<file path="config.mk">
export PLATFORM = sky130hd
export DESIGN_NAME = des_feistel_round_flat
export DESIGN_NICKNAME = d
export VERILOG_FILES = /design/src/design/des_fr_pkg.sv /design/src/design/des_fr_if.sv /design/src/design/des_feistel_round.sv /design/src/design/des_fr_ip.sv /design/src/design/des_fr_feistel.sv /design/src/flat_wrapper.sv
export SDC_FILE = /design/constraint.sdc
export NUM_CORES = 1
export LEC_CHECK = 0
export BUFFER_PORTS_ARGS = -buffer_cell sky130_fd_sc_hd__buf_4
export CAP_MARGIN = 25
export CORE_MARGIN = 5
export CORE_UTILIZATION = 40
export CTS_CLUSTER_DIAMETER = 50
export DETAILED_ROUTE_END_ITERATION = 16
export PLACE_DENSITY = 0.62
export SYNTH_ARGS = -nofsm -noshare
export SYNTH_HDL_FRONTEND = slang
export SYNTH_SLANG_ARGS = --single-unit
</file>
<file path="constraint.sdc">
create_clock -name clk -period 10.2 [get_ports clk]
set_input_delay 1.53 -clock clk [delete_from_list [all_inputs] [get_ports clk]]
set_output_delay 1.53 -clock clk [all_outputs]
set_load 0.1 [all_outputs]
</file>
<file path="src/design/des_fr_pkg.sv">
package des_fr_pkg;

  localparam int BLOCK_W = 64;
  localparam int HALF_W  = 32;
  localparam int KEY_W   = 48;
  localparam int IDX_W   = 4;
  localparam int NUM_SBOX = 8;

  typedef enum logic {
    CMD_LOAD  = 1'b0,
    CMD_ROUND = 1'b1
  } cmd_t;

  // Last round of the cipher: no half swap after it.
  localparam logic [IDX_W-1:0] LAST_ROUND = 4'd15;

  // Table entries count bits from 1 at the MSB, as in the DES standard.
  localparam int unsigned IP_TBL [64] = '{
    58, 50, 42, 34, 26, 18, 10, 2, 60, 52, 44, 36, 28, 20, 12, 4,
    62, 54, 46, 38, 30, 22, 14, 6, 64, 56, 48, 40, 32, 24, 16, 8,
    57, 49, 41, 33, 25, 17, 9, 1, 59, 51, 43, 35, 27, 19, 11, 3,
    61, 53, 45, 37, 29, 21, 13, 5, 63, 55, 47, 39, 31, 23, 15, 7
  };

  localparam int unsigned E_TBL [48] = '{
    32, 1, 2, 3, 4, 5, 4, 5, 6, 7, 8, 9,
    8, 9, 10, 11, 12, 13, 12, 13, 14, 15, 16, 17,
    16, 17, 18, 19, 20, 21, 20, 21, 22, 23, 24, 25,
    24, 25, 26, 27, 28, 29, 28, 29, 30, 31, 32, 1
  };

  localparam int unsigned P_TBL [32] = '{
    16, 7, 20, 21, 29, 12, 28, 17, 1, 15, 23, 26, 5, 18, 31, 10,
    2, 8, 24, 14, 32, 27, 3, 9, 19, 13, 30, 6, 22, 11, 4, 25
  };

  // Index is {row, col}: row from the outer bits, col from the inner four.
  localparam logic [3:0] SBOX_TBL [NUM_SBOX][64] = '{
    '{14, 4, 13, 1, 2, 15, 11, 8, 3, 10, 6, 12, 5, 9, 0, 7,
      0, 15, 7, 4, 14, 2, 13, 1, 10, 6, 12, 11, 9, 5, 3, 8,
      4, 1, 14, 8, 13, 6, 2, 11, 15, 12, 9, 7, 3, 10, 5, 0,
      15, 12, 8, 2, 4, 9, 1, 7, 5, 11, 3, 14, 10, 0, 6, 13},
    '{15, 1, 8, 14, 6, 11, 3, 4, 9, 7, 2, 13, 12, 0, 5, 10,
      3, 13, 4, 7, 15, 2, 8, 14, 12, 0, 1, 10, 6, 9, 11, 5,
      0, 14, 7, 11, 10, 4, 13, 1, 5, 8, 12, 6, 9, 3, 2, 15,
      13, 8, 10, 1, 3, 15, 4, 2, 11, 6, 7, 12, 0, 5, 14, 9},
    '{10, 0, 9, 14, 6, 3, 15, 5, 1, 13, 12, 7, 11, 4, 2, 8,
      13, 7, 0, 9, 3, 4, 6, 10, 2, 8, 5, 14, 12, 11, 15, 1,
      13, 6, 4, 9, 8, 15, 3, 0, 11, 1, 2, 12, 5, 10, 14, 7,
      1, 10, 13, 0, 6, 9, 8, 7, 4, 15, 14, 3, 11, 5, 2, 12},
    '{7, 13, 14, 3, 0, 6, 9, 10, 1, 2, 8, 5, 11, 12, 4, 15,
      13, 8, 11, 5, 6, 15, 0, 3, 4, 7, 2, 12, 1, 10, 14, 9,
      10, 6, 9, 0, 12, 11, 7, 13, 15, 1, 3, 14, 5, 2, 8, 4,
      3, 15, 0, 6, 10, 1, 13, 8, 9, 4, 5, 11, 12, 7, 2, 14},
    '{2, 12, 4, 1, 7, 10, 11, 6, 8, 5, 3, 15, 13, 0, 14, 9,
      14, 11, 2, 12, 4, 7, 13, 1, 5, 0, 15, 10, 3, 9, 8, 6,
      4, 2, 1, 11, 10, 13, 7, 8, 15, 9, 12, 5, 6, 3, 0, 14,
      11, 8, 12, 7, 1, 14, 2, 13, 6, 15, 0, 9, 10, 4, 5, 3},
    '{12, 1, 10, 15, 9, 2, 6, 8, 0, 13, 3, 4, 14, 7, 5, 11,
      10, 15, 4, 2, 7, 12, 9, 5, 6, 1, 13, 14, 0, 11, 3, 8,
      9, 14, 15, 5, 2, 8, 12, 3, 7, 0, 4, 10, 1, 13, 11, 6,
      4, 3, 2, 12, 9, 5, 15, 10, 11, 14, 1, 7, 6, 0, 8, 13},
    '{4, 11, 2, 14, 15, 0, 8, 13, 3, 12, 9, 7, 5, 10, 6, 1,
      13, 0, 11, 7, 4, 9, 1, 10, 14, 3, 5, 12, 2, 15, 8, 6,
      1, 4, 11, 13, 12, 3, 7, 14, 10, 15, 6, 8, 0, 5, 9, 2,
      6, 11, 13, 8, 1, 4, 10, 7, 9, 5, 0, 15, 14, 2, 3, 12},
    '{13, 2, 8, 4, 6, 15, 11, 1, 10, 9, 3, 14, 5, 0, 12, 7,
      1, 15, 13, 8, 10, 3, 7, 4, 12, 5, 6, 11, 0, 14, 9, 2,
      7, 11, 4, 1, 9, 12, 14, 2, 0, 6, 10, 13, 15, 3, 5, 8,
      2, 1, 14, 7, 4, 10, 8, 13, 15, 12, 9, 0, 3, 5, 6, 11}
  };

endpackage

</file>
<file path="src/design/des_fr_if.sv">
interface des_fr_in_if
  import des_fr_pkg::*;
();
  logic              valid;
  logic              ready;
  logic              command;
  logic [BLOCK_W-1:0] block_in;
  logic [KEY_W-1:0]   round_key;
  logic [IDX_W-1:0]   round_index;

  modport source (output valid, command, block_in, round_key, round_index, input ready);
  modport sink   (input valid, command, block_in, round_key, round_index, output ready);
endinterface

interface des_fr_out_if
  import des_fr_pkg::*;
();
  logic              valid;
  logic              ready;
  logic [HALF_W-1:0] left_out;
  logic [HALF_W-1:0] right_out;

  modport source (output valid, left_out, right_out, input ready);
  modport sink   (input valid, left_out, right_out, output ready);
endinterface

</file>
<file path="src/design/des_feistel_round.sv">
// Channel | Dir | Payload                                       | Handshake
// in_ch   | in  | command, block_in, round_key, round_index     | valid/ready
// out_ch  | out | left_out, right_out                           | valid/ready
//
// Each transaction passes an input register, then the combinational IP or
// round logic, and lands in the half registers that drive out_ch, which
// hold the result until it is taken; one transaction per cycle is sustained
// while out_ch stays ready.
// Reset (rst_n low, synchronous) clears both halves and all valid flags.
// A stall on out_ch holds the result and the waiting input; in_ch stays
// ready while the input register is empty or about to move on.
module des_feistel_round
  import des_fr_pkg::*;
(
  input  logic             clk,
  input  logic             rst_n,
  des_fr_in_if.sink        in_ch,
  des_fr_out_if.source     out_ch
);

  // Input register stage.
  logic               s1_valid_r;
  cmd_t               s1_cmd_r;
  logic [BLOCK_W-1:0] s1_block_r;
  logic [KEY_W-1:0]   s1_key_r;
  logic [IDX_W-1:0]   s1_idx_r;

  // Cipher state; these also serve as the result register.
  logic [HALF_W-1:0]  left_r, left_nxt;
  logic [HALF_W-1:0]  right_r, right_nxt;
  logic               out_valid_r;

  logic               in_fire;
  logic               s1_advance;
  logic [BLOCK_W-1:0] ip_block;
  logic [HALF_W-1:0]  f_val;
  logic [HALF_W-1:0]  mixed;

  // Advance the input stage whenever the result slot is free or draining.
  assign s1_advance = s1_valid_r && (!out_valid_r || out_ch.ready);
  assign in_ch.ready = !s1_valid_r || s1_advance;
  assign in_fire     = in_ch.valid && in_ch.ready;

  always_ff @(posedge clk) begin
    if (!rst_n) begin
      s1_valid_r <= 1'b0;
    end else if (in_ch.ready) begin
      s1_valid_r <= in_ch.valid;
    end
  end

  // Payload: capture on acceptance, hold otherwise.
  always_ff @(posedge clk) begin
    if (in_fire) begin
      s1_cmd_r   <= cmd_t'(in_ch.command);
      s1_block_r <= in_ch.block_in;
      s1_key_r   <= in_ch.round_key;
      s1_idx_r   <= in_ch.round_index;
    end
  end

  des_fr_ip u_ip (
    .block    (s1_block_r),
    .permuted (ip_block)
  );

  des_fr_feistel u_feistel (
    .right_half (right_r),
    .round_key  (s1_key_r),
    .f_out      (f_val)
  );

  assign mixed = left_r ^ f_val;

  // Next halves: load splits the permuted block; a round swaps unless last.
  always_comb begin
    left_nxt  = left_r;
    right_nxt = right_r;
    unique case (s1_cmd_r)
      CMD_LOAD: begin
        left_nxt  = ip_block[BLOCK_W-1:HALF_W];
        right_nxt = ip_block[HALF_W-1:0];
      end
      CMD_ROUND: begin
        if (s1_idx_r == LAST_ROUND) begin
          left_nxt = mixed;
        end else begin
          left_nxt  = right_r;
          right_nxt = mixed;
        end
      end
      default: begin
        left_nxt  = left_r;
        right_nxt = right_r;
      end
    endcase
  end

  // Halves change only when a transaction moves into the result slot,
  // so a stalled result holds steady.
  always_ff @(posedge clk) begin
    if (!rst_n) begin
      left_r  <= '0;
      right_r <= '0;
    end else if (s1_advance) begin
      left_r  <= left_nxt;
      right_r <= right_nxt;
    end
  end

  always_ff @(posedge clk) begin
    if (!rst_n) begin
      out_valid_r <= 1'b0;
    end else if (s1_advance) begin
      out_valid_r <= 1'b1;
    end else if (out_ch.ready) begin
      out_valid_r <= 1'b0;
    end
  end

  assign out_ch.valid     = out_valid_r;
  assign out_ch.left_out  = left_r;
  assign out_ch.right_out = right_r;

endmodule

</file>
<file path="src/design/des_fr_ip.sv">
module des_fr_ip
  import des_fr_pkg::*;
(
  input  logic [BLOCK_W-1:0] block,
  output logic [BLOCK_W-1:0] permuted
);

  // Pure wiring: output bit i (from MSB) takes table bit IP_TBL[i].
  for (genvar i = 0; i < BLOCK_W; i++) begin : g_ip
    assign permuted[BLOCK_W-1-i] = block[BLOCK_W - IP_TBL[i]];
  end

endmodule

</file>
<file path="src/design/des_fr_feistel.sv">
module des_fr_feistel
  import des_fr_pkg::*;
(
  input  logic [HALF_W-1:0] right_half,
  input  logic [KEY_W-1:0]  round_key,
  output logic [HALF_W-1:0] f_out
);

  logic [KEY_W-1:0]  expanded;
  logic [KEY_W-1:0]  mixed;
  logic [HALF_W-1:0] sbox_out;

  // Expansion: 32 -> 48 bits.
  for (genvar i = 0; i < KEY_W; i++) begin : g_exp
    assign expanded[KEY_W-1-i] = right_half[HALF_W - E_TBL[i]];
  end

  assign mixed = expanded ^ round_key;

  // Eight S-boxes, six bits in and four out each.
  for (genvar b = 0; b < NUM_SBOX; b++) begin : g_sbox
    logic [5:0] six;
    assign six = mixed[KEY_W-1-6*b -: 6];
    assign sbox_out[HALF_W-1-4*b -: 4] = SBOX_TBL[b][{six[5], six[0], six[4:1]}];
  end

  // P permutation.
  for (genvar i = 0; i < HALF_W; i++) begin : g_perm
    assign f_out[HALF_W-1-i] = sbox_out[HALF_W - P_TBL[i]];
  end

endmodule
</file>
<file path="src/flat_wrapper.sv">
// flat-port wrapper written by rule: the top's interface ports become plain ports
module des_feistel_round_flat import des_fr_pkg::*;
  (clk, rst_n, in_ch_valid, in_ch_command, in_ch_block_in, in_ch_round_key, in_ch_round_index, in_ch_ready, out_ch_valid, out_ch_left_out, out_ch_right_out, out_ch_ready);
  des_fr_in_if in_ch_i ();
  des_fr_out_if out_ch_i ();
  input  logic clk;
  input  logic rst_n;
  input wire logic [$bits(in_ch_i.valid)-1:0] in_ch_valid;
  input wire logic [$bits(in_ch_i.command)-1:0] in_ch_command;
  input wire logic [$bits(in_ch_i.block_in)-1:0] in_ch_block_in;
  input wire logic [$bits(in_ch_i.round_key)-1:0] in_ch_round_key;
  input wire logic [$bits(in_ch_i.round_index)-1:0] in_ch_round_index;
  output wire logic [$bits(in_ch_i.ready)-1:0] in_ch_ready;
  output wire logic [$bits(out_ch_i.valid)-1:0] out_ch_valid;
  output wire logic [$bits(out_ch_i.left_out)-1:0] out_ch_left_out;
  output wire logic [$bits(out_ch_i.right_out)-1:0] out_ch_right_out;
  input wire logic [$bits(out_ch_i.ready)-1:0] out_ch_ready;
  assign in_ch_i.valid = in_ch_valid;
  assign in_ch_i.command = in_ch_command;
  assign in_ch_i.block_in = in_ch_block_in;
  assign in_ch_i.round_key = in_ch_round_key;
  assign in_ch_i.round_index = in_ch_round_index;
  assign in_ch_ready = in_ch_i.ready;
  assign out_ch_valid = out_ch_i.valid;
  assign out_ch_left_out = out_ch_i.left_out;
  assign out_ch_right_out = out_ch_i.right_out;
  assign out_ch_i.ready = out_ch_ready;
  des_feistel_round u_core (.clk(clk), .rst_n(rst_n), .in_ch(in_ch_i), .out_ch(out_ch_i));
endmodule
</file>
==> run metrics, run 1 <==
Netlist Area Pre-Place=12500 sq um; largest clock skew in the final design=~0.016 ns; category of cells accounting for the largest share of critical-path delay=simple AND/OR/NAND/NOR gates; Num Clock Sinks=183; leading register cell type out of synthesis=sky130_fd_sc_hd__edfxtp_1; CP dominant cell by count=sky130_fd_sc_hd__buf_4; detailed placement HPWL=28200 microns; clock period minus final worst setup slack=3.85 ns; average cell area after synthesis=between 9 and 10 sq um; Synthesis Warnings=0; syn_nets=approximately 1500; count of buffers inserted at the top-level ports=between 150 and 200; fraction of final layout cells sized beyond drive strength 1=between 20% and 30%; weighted congestion reported at the end of routability-driven placement=about 0.9; number of instances in the synthesized netlist=1286; flops & latches, synth=183; placed cell count=roughly 1800; total of hold buffers inserted after clock tree synthesis=0; clock share of power=approximately a quarter; sw frac=39.9%; internal power consumption=between 1500 and 2000 uW; number of endpoints failing setup at the final stage=0; die boundary width=between 150 and 200 microns; number of buffers created by CTS=17; post-layout instance count excluding filler cells=approximately 1800; worst reg-to-reg path cell count=9; worst-case setup slack after placement=about 5.7 ns; cell depth of the worst min-delay path=2; share of synthesized flip-flops with an asynchronous set or reset=0%; leading cell type in the layout, fill and taps excluded=sky130_fd_sc_hd__buf_4; Detailed Route Iter0 Violations=1274; CP Max Fanout=5; number of enable-type register cells in the synthesized netlist=roughly 120; post-synthesis to final-layout area growth=18.9%; kind of capture point of the worst setup path=primary output; worst path arrival time=approximately 2.3 ns; Peak supply drop=around 0.14 mV; status=completed; Peak Freq=~260 MHz; pin count of the biggest net entering global routing=between 70 and 80; CTS tree=done; DR pass1 iterations=5; maximum root-to-sink buffer count=2; global route total overflow=0; count of filler cells inserted in the layout=approximately 2900; # Post-CTS Setup Buffers=0; worst-path cell chain=buf_4, nor2b_1, nand2_1, buf_4; row count=64; setup TNS after final layout=0 ns; Wirelength per Cell=21.6 microns; number of logic stages on the critical path including buffering=4; endpoints failing hold=0; setup repair after global routing missed its margin=false; worst hold path type=register to register; initial antenna violation count=0; post-route fraction of the period consumed by the critical path=between 30 and 40%; clock transition time at the flip-flop clock pins of the worst setup and hold paths=about 0.070 ns; Gates resized, CTS repair=0; stage delay of the slowest cell on the critical path=0.31 ns; remaining number of nets flagged by the antenna check after routing=0; total detailed-routing wirelength=~40000 microns; worst-skew pair later-pin latency=approximately 0.46 ns; library cell contributing the largest single delay on the critical path=sky130_fd_sc_hd__nor2b_1; final max-slew violation count=0; CTS root buffer=sky130_fd_sc_hd__clkbuf_16; Net count, final=about 1600; portion of total power attributed to combinational logic=between 30% and 40%; number of vias per cell=6.09; Static Leakage=0.00573 uW; total global routing track utilization=22.0%; commonest cells after routing, fill and taps aside=217 x sky130_fd_sc_hd__buf_4, 117 x sky130_fd_sc_hd__edfxtp_1, 88 x sky130_fd_sc_hd__nor2_1; P per Cell Area=173 nW/um^2; Hold Worst Slack=0.548 ns; Buf/Inv on CP=2; number of vias in the routed layout=roughly 11000; die height=~190 microns; unique cell type count in the Yosys netlist=between 70 and 80; initial core utilization=between 40% and 50%; sequential power share=between 30% and 40%; post-synthesis sequential area ratio=38.5%; core footprint=between 30000 and 40000 sq um; setup slack of the critical path after layout=6.35 ns; reported net switching power=1030 uW; first-pass GRT wire length=between 60000 and 70000 microns; type of element launching the critical path=primary input; full die area=about 35000 sq um; critical path type=primary input to primary output; vias in the first global route=about 11000; max-capacitance violation count=0; number of top-level design ports=187; pin slew with the least headroom to its limit=around 1.1 ns; required time at the worst-slack endpoint=slightly below 9 ns; relative max-transition margin=a little over a quarter; # DRC=0; number of H-tree levels=4
[metrics by stage]
| step | utilization [%] | power, uW | instance area, sq um |
|---|---|---|---|
| after global placement | 46.3 | 1890 | 14200 |
| after CTS | 48.4 | 2590 | 14900 |
| after detailed placement | 46.5 | 1910 | 14300 |
| final | 48.5 | 2590 | 14900 |
| after floorplan | - | 1640 | 12500 |
| after global routing | 48.5 | 2710 | 14900 |
[worst register-to-register path: stages, from the launching register on]
cell and delay [ns]:
sky130_fd_sc_hd__dfxtp_1 0.51, sky130_fd_sc_hd__xor2_1 0.76, sky130_fd_sc_hd__inv_1 0.38, sky130_fd_sc_hd__ha_1 0.31, sky130_fd_sc_hd__mux4_2 0.45, sky130_fd_sc_hd__nand2_1 0.08
sky130_fd_sc_hd__o31ai_1 0.08, sky130_fd_sc_hd__a211oi_1 0.77, sky130_fd_sc_hd__mux2i_1 0.27, sky130_fd_sc_hd__o21ai_0 0.10
[Yosys cell counts (all sizes together) (4+ instances only)]
| cell | instances | area (sq um) |
|---|---|---|
| o221ai | 4 | 35.0 |
| o2111ai | 10 | 87.6 |
| a221oi | 6 | 52.6 |
| nand3 | 52 | 260 |
| ha | 62 | 776 |
| a31oi | 38 | 238 |
| a311oi | 7 | 61.3 |
| inv | 40 | 150 |
| xnor2 | 70 | 628 |
| a22oi | 24 | 180 |
| xor2 | 55 | 519 |
| nor2 | 89 | 334 |
| or4 | 14 | 105 |
| a21oi | 61 | 305 |
| nor3 | 38 | 190 |
| edfxtp | 117 | 3510 |
| o311ai | 4 | 35.0 |
| a211oi | 15 | 113 |
| nand4b | 5 | 43.8 |
| and2 | 4 | 25.0 |
| nand2b | 11 | 68.8 |
| mux4 | 26 | 593 |
| clkinv | 4 | 15.0 |
| a2111oi | 15 | 138 |
| buf | 23 | 119 |
| o31ai | 5 | 37.5 |
| a32oi | 5 | 43.8 |
| nor4 | 5 | 37.5 |
| mux2 | 13 | 146 |
| and3 | 10 | 62.6 |
| o211ai | 44 | 330 |
| nand4 | 12 | 75.1 |
| nand2 | 73 | 274 |
| o21ai | 72 | 360 |
| or3 | 12 | 75.1 |
| clkbuf | 71 | 272 |
| dfxtp | 66 | 1320 |
| o22ai | 13 | 81.3 |
| mux2i | 44 | 440 |
[cells by family (layout without fill, tap and decap cells)]
logic type,Yosys count,after routing,synth area share [%]
AOI/OAI and AO/OA,357,357,19.2
xor gates and xnor gates,125,125,9.15
adders and majority gates,62,62,6.18
buffers and inverters,138,295,4.43
DFF,183,183,38.5
muxes,83,83,9.40
other,0,1,0
and+or+nand+nor,338,338,13.1
[path summary, 6_finish.rpt]
| path | startpoint | endpoint | slack (ns) |
|---|---|---|---|
| hold / removal | u_core.out_ch.left_out[29] | u_core.out_ch.left_out[29] | 0.55 |
| setup reg to reg | u_core.out_ch.right_out[12] | u_core.out_ch.right_out[24] | 6.39 |
| hold reg to reg | u_core.out_ch.left_out[29] | u_core.out_ch.left_out[29] | 0.55 |
| setup / recovery | out_ch_ready | in_ch_ready | 6.35 |
[final cells by class]
type / count / area, sq um / area share [%]
clock inverter: 13 / 133 / 0.889
sequential: 183 / 4830 / 32.4
timing repair buffer: 219 / 1670 / 11.2
clock buffer: 19 / 454 / 3.04
inverter: 44 / 165 / 1.11
tap: 396 / 495 / 3.32
multi-input combinational: 965 / 7170 / 48.0
antenna: 1 / 2.50 / 0.0168
[power groups by stage]
stage	clock (uW)	combinational [uW]	sequential, uW
floorplan	0	628	1020
detailed placement	0	993	917
global placement	0	975	917
global route	717	1090	905
finish	674	1010	902
CTS	688	999	901
[registers in the layout, indices dropped and copies added (netlist names)]
name and count:
u_core.s1_block_r 64, u_core.s1_key_r 48, u_core.out_ch.left_out 32, u_core.out_ch.right_out 32, u_core.s1_idx_r 4, u_core.out_ch.valid 1, u_core.s1_cmd_r 1, u_core.s1_valid_r 1
[metal layers]
layer	up-vias	global-route usage (%)	wire length, microns
li1	5179	-	-
met1	5394	29.8	16900
met2	564	35.0	18400
met3	77	4.54	3140
met4	0	7.76	1360
met5	-	0	0
Note: power is estimated with default switching activity, not from simulation.
==> run 2: changes to the inputs <==
Settings changed: PLACE_DENSITY 0.62 to 0.65.
Clock period 10.2 ns to 3.1 ns, I/O delays scaled along.
==> run 2 against run 1 <==
Critical path depth increased by 6. Non-clock buffer count up 76. Setup slack got worse by 6.3 ns. Largest power group unchanged.
==> run metrics, run 2 (synthesis gave the netlist of run 1 again) <==
total of hold buffers inserted after clock tree synthesis=0 (unchanged); total global routing track utilization=23.1% (was 22.0%); launching point of the worst reg2reg path=u_core.out_ch.right_out[12] (unchanged); setup slack of the critical path after layout=0.0695 ns (was 6.35 ns); CTS tree=done (unchanged); post-route fraction of the period consumed by the critical path=97.8%; Hold Worst Slack=0.168 ns (was 0.548 ns); initial antenna violation count=0 (unchanged); largest clock skew in the final design=0.0138 ns (was 0.0162 ns); worst path arrival time=3.38 ns (was 2.32 ns); global route total overflow=0 (unchanged); count of filler cells inserted in the layout=2816 (was 2894); worst hold path type=primary input to register (was register to register); reported net switching power=3490 uW (was 1030 uW); clock transition time at the flip-flop clock pins of the worst setup and hold paths=0.09 ns (was 0.07 ns); number of buffers created by CTS=17 (unchanged); final max-slew violation count=0 (unchanged); Most flops, register=u_core.s1_block_r (unchanged); fraction of final layout cells sized beyond drive strength 1=27.4% (was 21.5%); endpoints failing hold=0 (unchanged); endpoint of the worst hold-timing path=u_core.s1_block_r[25] (was u_core.out_ch.left_out[29]); core footprint=30700 sq um (unchanged); kind of capture point of the worst setup path=register (was primary output); Detailed Route Iter0 Violations=1132 (was 1274); GR Util met3=6.08% (was 4.54%); Top Usage Layer GRT=met2 (unchanged); Antenna Cells=0 (was 1); cell depth of the worst min-delay path=1 (was 2); first-pass GRT wire length=64000 microns (was 61600 microns); number of top-level design ports=187 (unchanged); max-capacitance violation count=0 (unchanged); clock period minus final worst setup slack=slightly above 3 ns; total detailed-routing wirelength=41900 microns (was 39800 microns); number of vias in the routed layout=11500 (was 11200); type of element launching the critical path=register (was primary input); Peak supply drop=0.429 mV (was 0.136 mV); P per Cell Area=560 nW/um^2 (was 173 nW/um^2); Final Util=50.9% (was 48.5%); pin slew with the least headroom to its limit=0.948 ns (was 1.09 ns); number of endpoints failing setup at the final stage=0 (unchanged); die height=187 microns (unchanged); Wirelength per Cell=21.9 microns (was 21.6 microns); worst-path cell chain=xor2_2, ha_1, buf_4, mux4_2, nand2_1, o31ai_1, a211oi_2, buf_4, mux2i_1, o21ai_0 (was buf_4, nor2b_1, nand2_1, buf_4); worst-skew pair later-pin latency=0.46 ns (about the same); stage delay of the slowest cell on the critical path=0.46 ns (was 0.31 ns); origin of the worst setup path=u_core.out_ch.right_out[12] (was out_ch_ready); initial core utilization=40.8% (unchanged); maximum root-to-sink buffer count=2 (unchanged); setup repair after global routing missed its margin=false (unchanged); # DRC=0 (unchanged); number of vias per cell=5.99 (was 6.09); die boundary width=187 microns (unchanged); worst-case setup slack after placement=-0.131 ns (was 5.68 ns); DR pass1 iterations=6 (was 5); post-synthesis to final-layout area growth=24.7% (was 18.9%); worst-case register-to-register setup slack=0.07 ns (was 6.39 ns); internal power consumption=5280 uW (was 1560 uW); portion of total power attributed to combinational logic=40.8% (was 39.1%); pin count of the biggest net entering global routing=68 (was 71); Hold Path Origin=in_ch_block_in[25] (was u_core.out_ch.left_out[29]); Global Route met1 Usage=30.4% (was 29.8%); library cell contributing the largest single delay on the critical path=sky130_fd_sc_hd__a211oi_2 (was sky130_fd_sc_hd__nor2b_1); weighted congestion reported at the end of routability-driven placement=0.917 (was 0.920); remaining number of nets flagged by the antenna check after routing=0 (unchanged); detailed placement HPWL=30000 microns (was 28200 microns); required time at the worst-slack endpoint=3.45 ns (was 8.67 ns); worst reg-to-reg path cell count=10 (was 9); sw frac=39.8% (was 39.9%); count of buffers inserted at the top-level ports=186 (unchanged); critical path type=register to register (was primary input to primary output); leading cell type in the layout, fill and taps excluded=sky130_fd_sc_hd__buf_4 (unchanged); Peak Freq=between 300 and 400 MHz; largest registers ranked by flip-flop count=u_core.s1_block_r (64), u_core.s1_key_r (48) (unchanged); sequential power share=33.4% (was 34.8%); row count=64 (unchanged); number of H-tree levels=4 (unchanged); CP dominant cell by count=sky130_fd_sc_hd__buf_4 (unchanged); clock share of power=25.8% (was 26.0%); CTS root buffer=sky130_fd_sc_hd__clkbuf_16 (unchanged); GR met2 Demand/Resource=37.5% (was 35.0%); relative max-transition margin=36.5% (was 26.8%); Num Clock Sinks=183 (unchanged); CP Max Fanout=8 (was 5); commonest cells after routing, fill and taps aside=293 x sky130_fd_sc_hd__buf_4, 117 x sky130_fd_sc_hd__edfxtp_1, 88 x sky130_fd_sc_hd__nor2_1 (was 217 x sky130_fd_sc_hd__buf_4, 117 x sky130_fd_sc_hd__edfxtp_1, 88 x sky130_fd_sc_hd__nor2_1); worst r2r dst=u_core.out_ch.right_out[24] (unchanged); full die area=35000 sq um (unchanged); vias in the first global route=11000 (was 10600); max reg flops=64 (unchanged); status=completed (unchanged); Net count, final=1689 (was 1613); Static Leakage=0.00614 uW (was 0.00573 uW)
[run 2: cell types whose count changed in the layout (fill, tap and decap cells not counted), sizes merged]
cell      change
buf          +76
clkbuf        -2
clkinv        +2
clkinvlp      +1
diode         -1
inv           -1
[run 2: what timing repair did]
item	CTS	global route
buffers inserted	0	0
gates resized for setup	1	7
hold endpoints to repair	0	0
endpoints found under the setup margin	2	11
[run 2: cell type report]
type | instances | area (sq um) | share of cell area (%)
Clock buffer | 17 | 425 | 2.72
Timing Repair Buffer | 295 | 2240 | 14.3
Inverter | 44 | 165 | 1.06
Sequential cell | 183 | 4870 | 31.1
Tap cell | 396 | 495 | 3.17
Multi-Input combinational cell | 965 | 7270 | 46.5
Clock inverter | 15 | 185 | 1.18
[run 2: power by group through the flow]
stage,Combinational (uW),Sequential (uW),Clock [uW]
after global routing,3850,2950,2390
after global placement,3480,2980,0
final,3580,2930,2260
after CTS,3540,2930,2300
after floorplan,2070,3340,0
after detailed placement,3520,2980,0
[run 2: worst max-delay path by stage]
stage,end,slack [ns],cells after the start
after floorplan,u_core.out_ch.left_out[23],0.02,10
after global placement,u_core.out_ch.right_out[24],-0.12,10
after detailed placement,u_core.out_ch.right_out[24],-0.13,10
after CTS,u_core.out_ch.right_out[6],0.006,10
after global routing,u_core.out_ch.left_out[18],0.005,7
final,u_core.out_ch.right_out[24],0.07,10
[run 2: routing by layer]
| metal | vias to the layer above | part of all wire [%] |
|---|---|---|
| li1 | 5323 | - |
| met1 | 5551 | 41 |
| met2 | 540 | 48 |
| met3 | 64 | 8.4 |
| met4 | 0 | 2.9 |
| met5 | - | 0 |
[run 2: worst max-delay path: cells and delay by family (launching register included)]
kind	cells	cell delay [ns]
multiplexers	2	0.63
XOR/XNOR	1	0.38
buffers and inverters	2	0.39
flip-flops	1	0.42
AO/OA/AOI/OAI	3	0.65
AND/OR/NAND/NOR	1	0.08
adder cells (fa/ha/maj)	1	0.35
[run 2: stage by stage]
stage / total power, uW / instances / area [sq um] / TNS [ns]
2_1_floorplan: 5420 / 1286 / 12600 / 0
3_3_place_gp: 6460 / 1882 / 15000 / -0.128
3_5_place_dp: 6500 / 1882 / 15000 / -0.153
4_1_cts: 8760 / 1914 / 15600 / 0
5_1_grt: 9180 / 1915 / 15600 / 0
6_report: 8760 / 1915 / 15600 / 0
